==> config.mk <==
export PLATFORM = sky130hd
export DESIGN_NAME = wtach_cfg
export DESIGN_NICKNAME = d
export VERILOG_FILES = /design/src/hw/rtl/wtach_pkg.sv /design/src/hw/rtl/wtach_cfg.sv
export SDC_FILE = /design/constraint.sdc
export NUM_CORES = 1
export LEC_CHECK = 0
export BUFFER_PORTS_ARGS = -buffer_cell sky130_fd_sc_hd__buf_2
export CORE_AREA = 2 2 89 91
export CTS_CLUSTER_SIZE = 24
export DETAILED_ROUTE_END_ITERATION = 12
export DIE_AREA = 0 0 91 93
export PLACE_DENSITY = 0.66
export SLEW_MARGIN = 10
export SYNTH_ARGS = -nofsm -noshare
export SYNTH_HDL_FRONTEND = slang
export SYNTH_SLANG_ARGS = --single-unit
==> constraint.sdc <==
create_clock -name clk_i -period 1.5 [get_ports clk_i]
set_input_delay 0.15 -clock clk_i [delete_from_list [all_inputs] [get_ports clk_i]]
set_output_delay 0.15 -clock clk_i [all_outputs]
set_load 0.05 [all_outputs]
==> src/hw/rtl/wtach_pkg.sv <==
// ----------------------------------------------------------------------------
// wtach_pkg
// Types, constants and codes shared by the windowed tachometer block.
// ----------------------------------------------------------------------------
package wtach_pkg;

  // parameter defaults
  localparam int COUNT_BITS_DEF = 24;
  localparam int TIME_BITS_DEF  = 48;
  localparam int FRAC_BITS_DEF  = 8;

  // result field widths
  localparam int TOTAL_W = 24;
  localparam int OUT_W   = 32;

  // configuration port
  localparam int CFG_IDX_W  = 2;
  localparam int CFG_DATA_W = 32;
  localparam int GAP_W      = 16;
  localparam int WIN_W      = 32;
  localparam int PPR_W      = 8;
  localparam int WEIGHT_W   = 17;

  localparam logic [GAP_W-1:0]    GAP_RST    = 16'd500;
  localparam logic [WIN_W-1:0]    WIN_RST    = 32'd1000000;
  localparam logic [PPR_W-1:0]    PPR_RST    = 8'd4;
  localparam logic [WEIGHT_W-1:0] WEIGHT_RST = 17'd19661;
  localparam logic [WEIGHT_W-1:0] WEIGHT_ONE = 17'd65536;

  // scale factors for rate (hertz) and rpm
  localparam int RATE_SCALE   = 1000000;
  localparam int RPM_SCALE    = 60000000;
  localparam int RPM_SCALE_W  = 26;

  // elapsed time is clipped to this many bits for the arithmetic
  localparam int ELAPSED_CAP_W = 56;

  // ema rounding and blend widths
  localparam int BLEND_W    = 49;
  localparam int ROUND_HALF = 32768;

  typedef enum logic [CFG_IDX_W-1:0] {
    CFG_GAP    = 2'd0,
    CFG_WIN    = 2'd1,
    CFG_PPR    = 2'd2,
    CFG_WEIGHT = 2'd3
  } cfg_idx_e;

  typedef enum logic {
    OP_EDGE = 1'b0,
    OP_POLL = 1'b1
  } op_e;

  typedef enum logic [3:0] {
    ST_IDLE,
    ST_EDGE,
    ST_POLL,
    ST_MUL,
    ST_RATE_GO,
    ST_RATE_WAIT,
    ST_RPM_GO,
    ST_RPM_WAIT,
    ST_BLEND_MUL,
    ST_BLEND_SUM,
    ST_OUT
  } state_e;

  typedef struct packed {
    logic [GAP_W-1:0]    gap;
    logic [WIN_W-1:0]    win;
    logic [PPR_W-1:0]    ppr;
    logic [WEIGHT_W-1:0] weight;
  } cfg_t;

  typedef struct packed {
    logic             done;
    logic [OUT_W-1:0] quot;
  } div_rsp_t;

endpackage

==> src/hw/rtl/wtach_cfg.sv <==
// ----------------------------------------------------------------------------
// wtach_cfg
// Configuration registers with write decode and operand clamping.
// ----------------------------------------------------------------------------
module wtach_cfg
  import wtach_pkg::*;
(
  input  logic                  clk_i,
  input  logic                  rst_ni,
  input  logic                  we_i,
  input  logic [CFG_IDX_W-1:0]  idx_i,
  input  logic [CFG_DATA_W-1:0] wdata_i,
  output cfg_t                  cfg_o
);

  logic [GAP_W-1:0]    gap_q;
  logic [WIN_W-1:0]    win_q;
  logic [PPR_W-1:0]    ppr_q;
  logic [WEIGHT_W-1:0] weight_q;

  always_ff @(posedge clk_i or negedge rst_ni) begin
    if (!rst_ni) begin
      gap_q    <= GAP_RST;
      win_q    <= WIN_RST;
      ppr_q    <= PPR_RST;
      weight_q <= WEIGHT_RST;
    end else if (we_i) begin
      unique case (cfg_idx_e'(idx_i))
        CFG_GAP:    gap_q    <= wdata_i[GAP_W-1:0];
        CFG_WIN:    win_q    <= wdata_i[WIN_W-1:0];
        CFG_PPR:    ppr_q    <= wdata_i[PPR_W-1:0];
        CFG_WEIGHT: weight_q <= wdata_i[WEIGHT_W-1:0];
        default: begin
        end
      endcase
    end
  end

  // zero pulses per rev acts as one, weight above one acts as one
  always_comb begin
    cfg_o.gap    = gap_q;
    cfg_o.win    = win_q;
    cfg_o.ppr    = (ppr_q == '0) ? PPR_W'(1) : ppr_q;
    cfg_o.weight = (weight_q > WEIGHT_ONE) ? WEIGHT_ONE : weight_q;
  end

endmodule

==> metrics <==
Placer Congestion=0.6929; max-slew violations=0; Req. time, crit path=1.35 ns; highest clock rate=522.6 MHz; Initial Util=39.23%; Static Leak=0.001938 uW; Synth Area per Inst=15.71 um^2; 1st-iter DRT viols=46; Routed WL=6493 um; mapped cell area=2953 um^2; top routing layer used=met4; CTS tree=built; Crit. End Element=output pin; failing checks=negative setup slack; crit-path max FO=8; wire length on met3=421 um; warnings from Yosys=0; routed wl met2=3203 um; endpoints failing hold=0; # rows=32; setup ws final=-0.4136 ns; drt pass-1 iters=4; setup violators final=11; clk buf depth=2; initial antenna violation count=0; I/O Buffers=109; clock skew=0 ns; vias per cell=4.655; first-pass GRT wire length=10510 um; DPL Wire Length=4722 um; core footprint=7527 um^2; H-Tree Depth=3; Slew headroom=68.89%; vias in the first global route=2117; # diodes=0; critical path class=reg2out; status=complete, but fails checks; Area after DPL=3856 um^2; Final Cycle Share=127.6%; Final Critical Period=1.914 ns; Hold Crit Class=in2reg; GRT Util Overall=16.19%; crit-path cells=nor4_4 > a41oi_4 > and2b_4 > buf_8; post-DR wirelength/cell=15.35 um; Startpoint Class=flop; Residual DRC=0; met1 WL=2785 um; Fin Hold WS=0.04098 ns; Final ANT Viol Nets=0; CP startpoint=weight_q[1]$_DFFE_PN0P_; PwrDens=1637 nW/um^2; worst-skew pair later-pin latency=0.34 ns; CP bufs+invs=1; root buffer cell=clkbuf_8; Max-cap violations=0; Worst-path clk slew=0.08 ns; Area Overhead vs Synth=41.91%; Die W=91 um; grt total ovfl=0; RSZ-0062 raised after global routing=true; Die ar.=8463 um^2; Slew @ Worst Pin=0.4661 ns; CP top delay family=simple AND/OR/NAND/NOR gates; VDD IR max=0.0008745 V; ratio of cells with drive above 1 in the final layout=80.06%; setup tns final=-4.097 ns; post-synthesis sequential area ratio=62.80%; die height=93 um; hold path startpoint=wdata_i[29]; I/O pins=110; Final Instance Area=4190 um^2; clock sinks=73; syn_nets=225; R2R Path Start=weight_q[1]$_DFFE_PN0P_; largest net degree at the start of global routing=33; WP data arrival=1.76 ns; total CTS buffers=9; Fillers=666; Seq cells post-synth=73; slowest CP cell=dfrtp_1; via count=1969; Synth Instances=188; nets@finish=353; crit-path max cell delay=0.41 ns; Cell variety after synth=17
[synth_stat cells, drive strengths merged]
library cell | n | share of area, %
dfstp | 22 | 20
nor3 | 1 | 0.17
inv | 1 | 0.13
buf | 5 | 1.3
and2b | 6 | 1.5
nor4 | 5 | 1.1
nor3b | 1 | 0.64
nor2b | 10 | 2.1
nand3b | 2 | 0.51
nand3 | 1 | 0.34
dfrtp | 51 | 43
a21o | 1 | 0.25
a41oi | 1 | 0.30
clkbuf | 8 | 1.0
mux2 | 73 | 28
[layout by cell type, fill, tap and decap left out]
cell type	Yosys	routed
buf_2	1	91
mux2_2	73	73
dfrtp_1	51	51
dfstp_2	22	22
buf_4	3	18
clkbuf_8	0	12
buf_6	1	10
nor2b_4	0	6
and2b_4	0	5
buf_8	0	5
nor4_4	0	4
nor2b_1	10	4
clkbuf_4	0	3
nand3b_1	2	2
clkbuf_1	8	2
buf_12	0	2
inv_1	1	1
a41oi_4	0	1
and2b_1	6	1
nor4_2	0	1
nor3_1	1	1
a21o_1	1	1
nand3_2	1	1
nor3b_4	1	1
clkinvlp_4	0	1
clkinv_2	0	1
dlygate4sd3_1	0	1
[final cells by class]
| cell class | count | area (um^2) | share of cell area (%) |
|---|---|---|---|
| well taps | 102 | 127.6 | 3.046 |
| multi-input cells | 101 | 1169 | 27.89 |
| repair buffers | 130 | 850.8 | 20.30 |
| inverters | 1 | 3.754 | 0.08958 |
| clock inverters | 2 | 12.51 | 0.2986 |
| flip-flops and latches | 73 | 1854 | 44.25 |
| clock buffers | 14 | 172.7 | 4.121 |
[per-layer routing]
metal  track usage, %  vias up
met5                0        -
met4            6.818        0
met3            4.512        7
met2            26.85       75
met1            19.99      969
li1                 -      918
[cell families after synthesis]
| group | count (synthesis) | synth area share (%) |
|---|---|---|
| AO/OA/AOI/OAI | 2 | 0.5510 |
| buffers and inverters | 14 | 2.457 |
| flip-flops | 73 | 62.80 |
| multiplexers | 73 | 27.84 |
| AND/OR/NAND/NOR | 26 | 6.356 |
[repair_timing]
item | in CTS | in global routing
hold buffers | 1 | 0
resized for setup | 30 | 13
setup buffers | 0 | 1
endpoints found under the setup margin | 11 | 16
endpoints found under the hold margin | 15 | 0
pin swaps | 3 | 3
[stage by stage]
step	power (uW)	std cells	util, %	setup WS [ns]
6_report	6858	423	55.67	-0.4136
5_1_grt	7183	423	55.67	-0.5196
4_1_cts	6900	422	55.17	-0.4635
3_5_place_dp	5332	405	51.23	-0.1540
3_3_place_gp	5287	405	51.23	-0.1260
2_1_floorplan	4649	188	-	-0.04651
[state kept, by name (all words and copies together) (netlist names)]
register	count
ppr_q	8
weight_q	17
gap_q	16
win_q	32
[report_power, final]
group          internal [uW]  switching (uW)
sequential              2430             242
clock                    736             683
combinational            933            1840
total                   4090            2760
[worst paths after layout]
| kind | endpoint | slack [ns] | depth (start not counted) |
|---|---|---|---|
| worst min register to register | win_q[13]$_DFFE_PN0P_ | 0.50 | 1 |
| min in group asynchronous | weight_q[8]$_DFFE_PN0P_ | 0.31 | 2 |
| worst max-delay path | cfg_o[14] | -0.41 | 4 |
| worst max register to register | weight_q[1]$_DFFE_PN0P_ | 0.46 | 3 |
| worst min-delay path | win_q[29]$_DFFE_PN0P_ | 0.04 | 2 |
| max in group asynchronous | ppr_q[2]$_DFFE_PN1P_ | 0.61 | 3 |
Power figures use the tool's default switching activity.
