==> src/hw/rtl/wtach_pkg.sv <==
// ----------------------------------------------------------------------------
// wtach_pkg
// Types, constants and codes shared by the windowed tachometer block.
// ----------------------------------------------------------------------------
package wtach_pkg;

  // parameter defaults
  localparam int COUNT_BITS_DEF = 24;
  localparam int TIME_BITS_DEF  = 48;
  localparam int FRAC_BITS_DEF  = 8;

  // result field widths
  localparam int TOTAL_W = 24;
  localparam int OUT_W   = 32;

  // configuration port
  localparam int CFG_IDX_W  = 2;
  localparam int CFG_DATA_W = 32;
  localparam int GAP_W      = 16;
  localparam int WIN_W      = 32;
  localparam int PPR_W      = 8;
  localparam int WEIGHT_W   = 17;

  localparam logic [GAP_W-1:0]    GAP_RST    = 16'd500;
  localparam logic [WIN_W-1:0]    WIN_RST    = 32'd1000000;
  localparam logic [PPR_W-1:0]    PPR_RST    = 8'd4;
  localparam logic [WEIGHT_W-1:0] WEIGHT_RST = 17'd19661;
  localparam logic [WEIGHT_W-1:0] WEIGHT_ONE = 17'd65536;

  // scale factors for rate (hertz) and rpm
  localparam int RATE_SCALE   = 1000000;
  localparam int RPM_SCALE    = 60000000;
  localparam int RPM_SCALE_W  = 26;

  // elapsed time is clipped to this many bits for the arithmetic
  localparam int ELAPSED_CAP_W = 56;

  // ema rounding and blend widths
  localparam int BLEND_W    = 49;
  localparam int ROUND_HALF = 32768;

  typedef enum logic [CFG_IDX_W-1:0] {
    CFG_GAP    = 2'd0,
    CFG_WIN    = 2'd1,
    CFG_PPR    = 2'd2,
    CFG_WEIGHT = 2'd3
  } cfg_idx_e;

  typedef enum logic {
    OP_EDGE = 1'b0,
    OP_POLL = 1'b1
  } op_e;

  typedef enum logic [3:0] {
    ST_IDLE,
    ST_EDGE,
    ST_POLL,
    ST_MUL,
    ST_RATE_GO,
    ST_RATE_WAIT,
    ST_RPM_GO,
    ST_RPM_WAIT,
    ST_BLEND_MUL,
    ST_BLEND_SUM,
    ST_OUT
  } state_e;

  typedef struct packed {
    logic [GAP_W-1:0]    gap;
    logic [WIN_W-1:0]    win;
    logic [PPR_W-1:0]    ppr;
    logic [WEIGHT_W-1:0] weight;
  } cfg_t;

  typedef struct packed {
    logic             done;
    logic [OUT_W-1:0] quot;
  } div_rsp_t;

endpackage

==> src/hw/rtl/wtach_div.sv <==
// ----------------------------------------------------------------------------
// wtach_div
// Shared restoring divider, one quotient bit per cycle, saturating quotient.
// ----------------------------------------------------------------------------
module wtach_div
  import wtach_pkg::*;
#(
  parameter int NUM_W = 58,
  parameter int DEN_W = 64
) (
  input  logic             clk_i,
  input  logic             rst_ni,
  input  logic             start_i,
  input  logic [NUM_W-1:0] num_i,
  input  logic [DEN_W-1:0] den_i,
  output div_rsp_t         rsp_o
);

  localparam int CNT_W = $clog2(NUM_W + 1);

  logic             busy_q, busy_d;
  logic             done_q, done_d;
  logic [CNT_W-1:0] cnt_q, cnt_d;
  logic [NUM_W-1:0] num_q, num_d;
  logic [DEN_W-1:0] den_q, den_d;
  logic [DEN_W-1:0] rem_q, rem_d;
  logic [OUT_W-1:0] quo_q, quo_d;
  logic             ovf_q, ovf_d;

  logic [DEN_W:0]   rem_sh;
  logic             fit;

  assign rem_sh = {rem_q, num_q[NUM_W-1]};
  assign fit    = (rem_sh >= {1'b0, den_q});

  always_comb begin
    busy_d = busy_q;
    done_d = 1'b0;
    cnt_d  = cnt_q;
    num_d  = num_q;
    den_d  = den_q;
    rem_d  = rem_q;
    quo_d  = quo_q;
    ovf_d  = ovf_q;
    if (start_i) begin
      busy_d = 1'b1;
      cnt_d  = CNT_W'(NUM_W);
      num_d  = num_i;
      den_d  = den_i;
      rem_d  = '0;
      quo_d  = '0;
      ovf_d  = 1'b0;
    end else if (busy_q) begin
      rem_d = fit ? DEN_W'(rem_sh - {1'b0, den_q}) : rem_sh[DEN_W-1:0];
      quo_d = {quo_q[OUT_W-2:0], fit};
      ovf_d = ovf_q | quo_q[OUT_W-1];
      num_d = num_q << 1;
      cnt_d = cnt_q - 1'b1;
      if (cnt_q == CNT_W'(1)) begin
        busy_d = 1'b0;
        done_d = 1'b1;
      end
    end
  end

  always_ff @(posedge clk_i or negedge rst_ni) begin
    if (!rst_ni) begin
      busy_q <= 1'b0;
      done_q <= 1'b0;
      cnt_q  <= '0;
    end else begin
      busy_q <= busy_d;
      done_q <= done_d;
      cnt_q  <= cnt_d;
    end
  end

  always_ff @(posedge clk_i) begin
    num_q <= num_d;
    den_q <= den_d;
    rem_q <= rem_d;
    quo_q <= quo_d;
    ovf_q <= ovf_d;
  end

  always_comb begin
    rsp_o.done = done_q;
    if (den_q == '0) begin
      rsp_o.quot = '0;
    end else if (ovf_q) begin
      rsp_o.quot = '1;
    end else begin
      rsp_o.quot = quo_q;
    end
  end

endmodule

==> config.mk <==
export PLATFORM = sky130hd
export DESIGN_NAME = wtach_div
export DESIGN_NICKNAME = d
export VERILOG_FILES = /design/src/hw/rtl/wtach_pkg.sv /design/src/hw/rtl/wtach_div.sv
export SDC_FILE = /design/constraint.sdc
export NUM_CORES = 1
export LEC_CHECK = 0
export BUFFER_PORTS_ARGS = -buffer_cell sky130_fd_sc_hd__buf_2
export CAP_MARGIN = 5
export CORE_MARGIN = 10
export CORE_UTILIZATION = 45
export CTS_CLUSTER_SIZE = 10
export DETAILED_ROUTE_END_ITERATION = 8
export GPL_TIMING_DRIVEN = 0
export MAX_ROUTING_LAYER = met4
export PLACE_DENSITY_LB_ADDON = 0.25
export SETUP_SLACK_MARGIN = 0.02
export SLEW_MARGIN = 20
export SYNTH_ARGS = -nofsm -noshare
export SYNTH_HDL_FRONTEND = slang
export SYNTH_SLANG_ARGS = --single-unit
==> constraint.sdc <==
create_clock -name clk_i -period 3.9 [get_ports clk_i]
set_input_delay 0 -clock clk_i [delete_from_list [all_inputs] [get_ports clk_i]]
set_output_delay 0 -clock clk_i [all_outputs]
set_load 0.005 [all_outputs]
==> results by group, run 1 <==
Status
  • Outcome: complete, no violations

Yosys
  • Syn_nets: approximately 1600
  • Share of synthesized registers carrying an async set or reset: 0.0352
  • Synth top area share: 0.277
  • Register bit total from synthesis: roughly 230
  • Area contributors post-synth: edfxtp_1 28%, dfxtp_1 15%, ha_1 6.2%, nor2_1 5.8%, mux2_2 5.0%
  • Post-synth EDFFs: 122
  • Most used DFF post-synth: edfxtp_1
  • Cell variety after synth: 77
  • Post-synthesis cell count: ~1400
  • Synth area leader: edfxtp_1
  • Sequential share of the synthesized area: 0.439
  • Syn. warnings: 0
  • Synth Cell Area: ~13000 um^2
  • Post-Syn Area per Cell: between 9 and 10 um^2

Die
  • Die X-Extent: between 150 and 200 um
  • Ports: 158
  • Initial core utilization: 0.458
  • Die Y: approximately 190 um
  • Die area: 36600 um^2
  • Core Box Area: around 29000 um^2
  • Standard-cell rows: 62

Critical path
  • Crit start category: flip-flop
  • Crit Path Max Fanout: 4
  • Crit path kind: reg2reg
  • Crit path capture type: flip-flop
  • Worst path required time: between 4000 and 5000 ps
  • Flop-to-flop setup slack: approximately 210 ps
  • Critical R2R Launch: den_q[0]$_DFFE_PP_
  • Register-to-Register Path Depth: 12
  • Critical R2R Capture: rem_q[62]$_SDFFE_PP0P_
  • Worst EP arrival: roughly 4200 ps

Place
  • Placed cell count: slightly below 2000
  • Port Buffer Count: approximately 160
  • DP HPWL: between 20000 and 30000 um
  • GP Congestion: 0.974

Clocking
  • Skew-Pair Late Insertion Delay: about 580 ps
  • Num CTS Buffers: 28
  • Clk slew on worst S/H paths: about 60 ps
  • Clk sinks: around 230
  • TritonCTS clock tree: done
  • Root Driver: clkbuf_16
  • Longest Clk Path Bufs: 3
  • H-tree levels: 1

STA
  • Rel. slew slack: 0.254
  • Fmax: roughly 0.27 GHz
  • Post-route minimum period: approximately 3700 ps
  • Hold Violations, Final: 0
  • Final Max Tran Viols: 0
  • Period utilisation layout: 0.946
  • Finish-stage setup viols: 0
  • Clk_skew: approximately 38 ps
  • RSZ-0062 raised after global routing: no
  • Slew of the pin with the lowest slew margin: between 1000 and 1500 ps

Global routing
  • First-pass GRT wire length: around 64000 um
  • Initial antenna violation count: 1
  • Total gr overflow: 0
  • Vias in the first global route: 11800
  • Total GRT Usage: 0.224
  • Largest net degree at the start of global routing: 59

Worst hold path
  • Worst Min Path Start: den_i[22]
  • Min-Delay Path Class: in2reg
  • Hold Path Cell Cnt: 2
  • Hold worst-path end: den_q[22]$_DFFE_PP_

Cells and area
  • Filler cells: approximately 2600
  • Final Core Density: 0.578
  • P&R area growth vs syn: 26.1%
  • Final nets: 1927
  • Post-Layout Cell Count: around 2100
  • Layout cells sized above 1: 0.169

Job
  • Max Cap Viol: 0

Detailed routing
  • Vias: between 10000 and 15000
  • Vias/cell: between 5 and 6
  • DRT iter0 DRCs: 800
  • Post-route antenna net violation count: 0
  • Pre-Repair DR Iteration Count: 5
  • DRC violations left: 0
  • Total Routed Length: ~40000 um
  • Wire per inst: about 19 um

Power and ir drop
  • Pwr/cell area: between 500 and 600 nW/um^2
  • Lkg Pwr: 7.24 nW
  • Maximum resistive drop on vdd: 0.425 mV
==> report_power, final <==
part | internal, mW | leakage (nW) | switching, mW | total [mW]
logic | 1.49 | 4.72 | 2.23 | 3.72
registers | 2.91 | 2.11 | 0.301 | 3.21
clock network | 1.41 | 0.407 | 1.01 | 2.42
==> what timing repair did <==
item,CTS,global route
endpoints found under the setup margin,1,1
hold endpoints to repair,159,0
gates resized for setup,1,3
hold buffers,125,0
setup buffers,0,0
==> logic make-up after synthesis <==
logic type	synth area share
and+or+nand+nor	0.152
AOI/OAI and AO/OA	0.170
DFF	0.439
muxes	0.0808
adders and majority gates	0.0640
xor gates and xnor gates	0.0378
buffers and inverters	0.0566
==> layout make-up <==
class | instances | area, um^2 | share of cell area
Antenna cell | 1 | 2.50 | 0.000150
Inverter | 90 | 338 | 0.0203
Sequential cell | 227 | 5810 | 0.348
Multi-Input combinational cell | 1009 | 6710 | 0.402
Clock buffer | 43 | 767 | 0.0460
Tap cell | 384 | 480 | 0.0288
Buffer | 95 | 410 | 0.0246
Clock inverter | 7 | 81.3 | 0.00488
Timing Repair Buffer | 284 | 2090 | 0.125
==> flip-flops by register name, summed over array words and instances (netlist names) <==
register and flops:
cnt_q 6, den_q 64, ovf_q 1, quo_q 32, busy_q 1, rem_q 64, done_q 1, num_q 58
==> synthesized netlist by cell type (23+ instances only) <==
cell type	count
inv_1	89
edfxtp_1	122
o21ai_0	40
dfxtp_1	97
nor2_1	204
xnor2_1	35
clkbuf_1	66
mux2i_1	37
nand2_1	94
ha_1	66
mux2_2	59
a21oi_1	121
a211oi_1	49
nor4_1	25
nand3_1	23
nand4_1	34
==> metrics by stage <==
stage	power (mW)	cell area, um^2	setup slack, ps	hold slack (ps)	setup TNS, ps
finish	9.35	16700	209	136	0
global route	9.91	16700	41.1	126	0
CTS	9.33	16700	54.7	112	0
detailed placement	6.77	14600	-34.7	-143	-34.7
global placement	6.75	14500	-116	-145	-6530
floorplan	5.83	13200	726	-296	0
==> routing by layer <==
metal,vias up,share of wire,track usage
li1,5752,-,-
met5,-,0,-
met1,5601,0.44,0.286
met4,0,0.032,0.0706
met2,367,0.46,0.356
met3,73,0.064,0.0397
==> how the worst max path moves through the flow <==
stage	startpoint	end	slack, ps	cells past startpoint
after CTS	num_q[57]$_DFFE_PP_	rem_q[62]$_SDFFE_PP0P_	50	13
after floorplan	den_q[0]$_DFFE_PP_	rem_q[62]$_SDFFE_PP0P_	730	12
final	den_q[0]$_DFFE_PP_	rem_q[62]$_SDFFE_PP0P_	210	12
after global placement	start_i	num_q[14]$_DFFE_PP_	-120	3
after global routing	den_q[58]$_DFFE_PP_	rem_q[38]$_SDFFE_PP0P_	40	13
after detailed placement	num_q[57]$_DFFE_PP_	rem_q[62]$_SDFFE_PP0P_	-30	13
==> layout by cell type (no fill, tap or decap), types with 7 or more instances in the layout <==
cell / count
nor4_1: 24
inv_1: 89
xor2_1: 22
mux2_2: 59
nand4_1: 34
buf_2: 172
dfxtp_1: 97
o21ai_1: 14
xnor2_1: 35
nor3_1: 14
o21bai_1: 15
nor2b_1: 8
nand3_1: 23
dfrtp_1: 8
a31oi_1: 8
nand2_1: 93
mux2i_1: 37
a21oi_1: 121
dlygate4sd3_1: 125
edfxtp_1: 122
clkbuf_1: 80
o21ai_0: 40
and3_1: 10
ha_1: 66
o211ai_1: 7
a21o_1: 19
nor2_1: 204
buf_1: 7
a211oi_1: 49
clkbuf_16: 28
o21a_1: 14
==> critical path: stages (launching register included) <==
cell and delay, ps:
edfxtp_1 440, ha_1 240, fa_1 400, nor2b_2 180, o2111ai_2 140, a2111o_1 500, a31oi_4 250, o2111ai_2 250
nand2_1 210, a21oi_1 130, nor3b_1 240, mux2_2 370, a211oi_1 250
No activity file was read; power rests on OpenSTA's default activity.
==> inputs of run 2 (changes only) <==
RECOVER_POWER = 25   (was unset)
==> run 2 against run 1 <==
Against the previous run: wire length barely moved; core utilization barely moved; via count barely moved; register-to-register slack barely moved; global-route usage did not move; sequential power barely moved; critical path type unchanged; largest cell class unchanged.
==> results by group, run 2 (synthesized netlist as in run 1, its figures left out) <==
STA
  • Finish-stage setup viols: 0
  • Clk_skew: 38.0 ps
  • RSZ-0062 raised after global routing: no
  • Setup ws final: approximately 210 ps
  • Rel. slew slack: 0.253
  • Post-route minimum period: ~3700 ps
  • Period utilisation layout: 0.947
  • Hold Violations, Final: 0
  • Fmax: approximately 0.27 GHz
  • Final Max Tran Viols: 0
  • Slew of the pin with the lowest slew margin: ~1100 ps

Critical path
  • CP Cell Sequence: ha_1 > fa_1 > nor2b_2 > o2111ai_2 > a2111o_1 > a31oi_4 > o2111ai_2 > nand2_1 > a21oi_1 > nor3b_1 > mux2_2 > a211oi_1
  • Crit start category: flip-flop
  • Crit-path max cell delay: ~500 ps
  • Crit Path Max Fanout: 4
  • Crit path kind: reg2reg
  • Worst path required time: between 4000 and 5000 ps
  • Worst EP arrival: 4170 ps
  • Most frequent CP cell: o2111ai_2
  • Delay-heaviest family, CP: compound AO/OA/AOI/OAI gates
  • Worst Path Buf+Inv: 0
  • Register-to-Register Path Depth: 12
  • Flop-to-flop setup slack: approximately 210 ps
  • Critical-path top delay cell: a2111o_1
  • Crit path capture type: flip-flop
  • Stages on worst setup path: 12

Power and ir drop
  • Int Pwr: 5.81 mW
  • Combinational share of power: 0.398
  • Net Switching: 3.54 mW
  • Clock power frac: 0.259
  • Sw Share: 0.378
  • Maximum resistive drop on vdd: approximately 0.43 mV
  • Seq pwr share: 0.343
  • Lkg Pwr: a little over 7 nW
  • Pwr/cell area: between 500 and 600 nW/um^2

Place
  • GP Congestion: 0.974
  • DP HPWL: roughly 29000 um
  • Placed inst area: around 15000 um^2
  • Dpl ws: -34.7 ps
  • Port Buffer Count: ~160

Clocking
  • Root Driver: clkbuf_16
  • Post-CTS Setup Bufs: 0
  • Longest Clk Path Bufs: 3
  • Clk slew on worst S/H paths: ~60 ps
  • Clk sinks: 227
  • Skew-Pair Late Insertion Delay: just under 600 ps
  • TritonCTS clock tree: done
  • Num CTS Buffers: 28
  • H-tree levels: 1

Cells and area
  • Regs by FF count: den_q x64, rem_q x64, num_q x58
  • P&R area growth vs syn: 26.1%
  • Final nets: approximately 1900
  • Finished Cell Area: ~17000 um^2
  • Most frequent cells in the layout: 204 x nor2_1, 169 x buf_2, 125 x dlygate4sd3_1
  • Commonest non-fill, non-tap cell in the layout: nor2_1
  • Layout cells sized above 1: 0.167
  • Filler cells: ~2600

Die
  • Die X-Extent: roughly 190 um
  • Die area: 36600 um^2
  • Standard-cell rows: just over 60
  • Initial core utilization: 0.458
  • Ports: about 160
  • Die Y: between 150 and 200 um
  • Core Box Area: a little under 30000 um^2

Worst hold path
  • Min-Delay Path Class: in2reg
  • Hold Path Cell Cnt: 2

Detailed routing
  • Vias/cell: 5.51
  • DRC violations left: 0
  • Pre-Repair DR Iteration Count: 6
  • Total Routed Length: between 40000 and 50000 um
  • Post-route antenna net violation count: 0
  • DRT iter0 DRCs: approximately 800
  • Vias: roughly 12000
  • Wire per inst: 19.0 um

Global routing
  • Largest net degree at the start of global routing: just under 60
  • First-pass GRT wire length: between 60000 and 70000 um
  • Vias in the first global route: 11800
  • Total gr overflow: 0
  • Initial antenna violation count: 1
  • Total GRT Usage: 0.224

Status
  • Outcome: complete, no violations

Job
  • Max Cap Viol: 0
run 2: cell types whose count changed in the layout (fill, tap and decap cells not counted):
cell,change
buf_2,-3
clkbuf_1,+3
run 2: path summary, 6_finish.rpt:
| kind | to | from |
|---|---|---|
| setup / recovery | rem_q[62]$_SDFFE_PP0P_ | den_q[0]$_DFFE_PP_ |
| setup reg to reg | rem_q[62]$_SDFFE_PP0P_ | den_q[0]$_DFFE_PP_ |
| min in group asynchronous | cnt_q[4]$_DFFE_PN0P_ | rst_ni |
| hold reg to reg | rem_q[15]$_SDFFE_PP0P_ | rem_q[14]$_SDFFE_PP0P_ |
| hold / removal | den_q[22]$_DFFE_PP_ | den_i[22] |
| max in group asynchronous | cnt_q[3]$_DFFE_PN0P_ | rst_ni |
run 2: cell type report:
type | count | area (um^2) | area share
Buffer | 95 | 410 | 0.0246
Tap cell | 384 | 480 | 0.0288
Clock buffer | 43 | 767 | 0.0460
Inverter | 90 | 338 | 0.0203
Antenna cell | 1 | 2.50 | 0.000150
Timing Repair Buffer | 284 | 2080 | 0.125
Clock inverter | 7 | 81.3 | 0.00488
Sequential cell | 227 | 5810 | 0.348
Multi-Input combinational cell | 1009 | 6710 | 0.402
run 2: worst register-to-register path: cells and delay by family, from the launching register on:
family                   cells  cell delay (ps)
AO/OA/AOI/OAI                6             1520
adder cells (fa/ha/maj)      2              640
flip-flops                   1              440
multiplexers                 1              370
AND/OR/NAND/NOR              3              630
run 2: timing repair:
item | CTS | global route
endpoints found under the setup margin | 1 | 1
endpoints found under the hold margin | 159 | 0
resized for setup | 1 | 3
hold buffers | 125 | 0
run 2: per-stage QoR:
| stage | hold WS (ps) | cells | TNS (ps) | utilization | total power, mW |
|---|---|---|---|---|---|
| final | 136 | 2140 | 0 | 0.578 | 9.35 |
| after global routing | 126 | 2140 | 0 | 0.578 | 9.91 |
| after CTS | 112 | 2139 | 0 | 0.577 | 9.33 |
| after detailed placement | -143 | 1964 | -34.7 | 0.504 | 6.77 |
| after global placement | -145 | 1962 | -6530 | 0.502 | 6.75 |
| after floorplan | -296 | 1421 | 0 | - | 5.83 |
run 2: metal layers:
metal / wire (um) / track usage / part of all wire
met1: 17900 / 0.286 / 0.44
met3: 2600 / 0.0397 / 0.064
met5: 0 / - / 0
met2: 19000 / 0.356 / 0.47
met4: 1300 / 0.0706 / 0.032
run 2: power by group through the flow:
stage | Sequential [mW] | Combinational [mW] | Clock (mW)
final | 3.21 | 3.72 | 2.42
after detailed placement | 3.23 | 3.54 | 0
after global routing | 3.25 | 4.11 | 2.55
after floorplan | 3.13 | 2.70 | 0
after global placement | 3.23 | 3.52 | 0
after CTS | 3.19 | 3.66 | 2.47
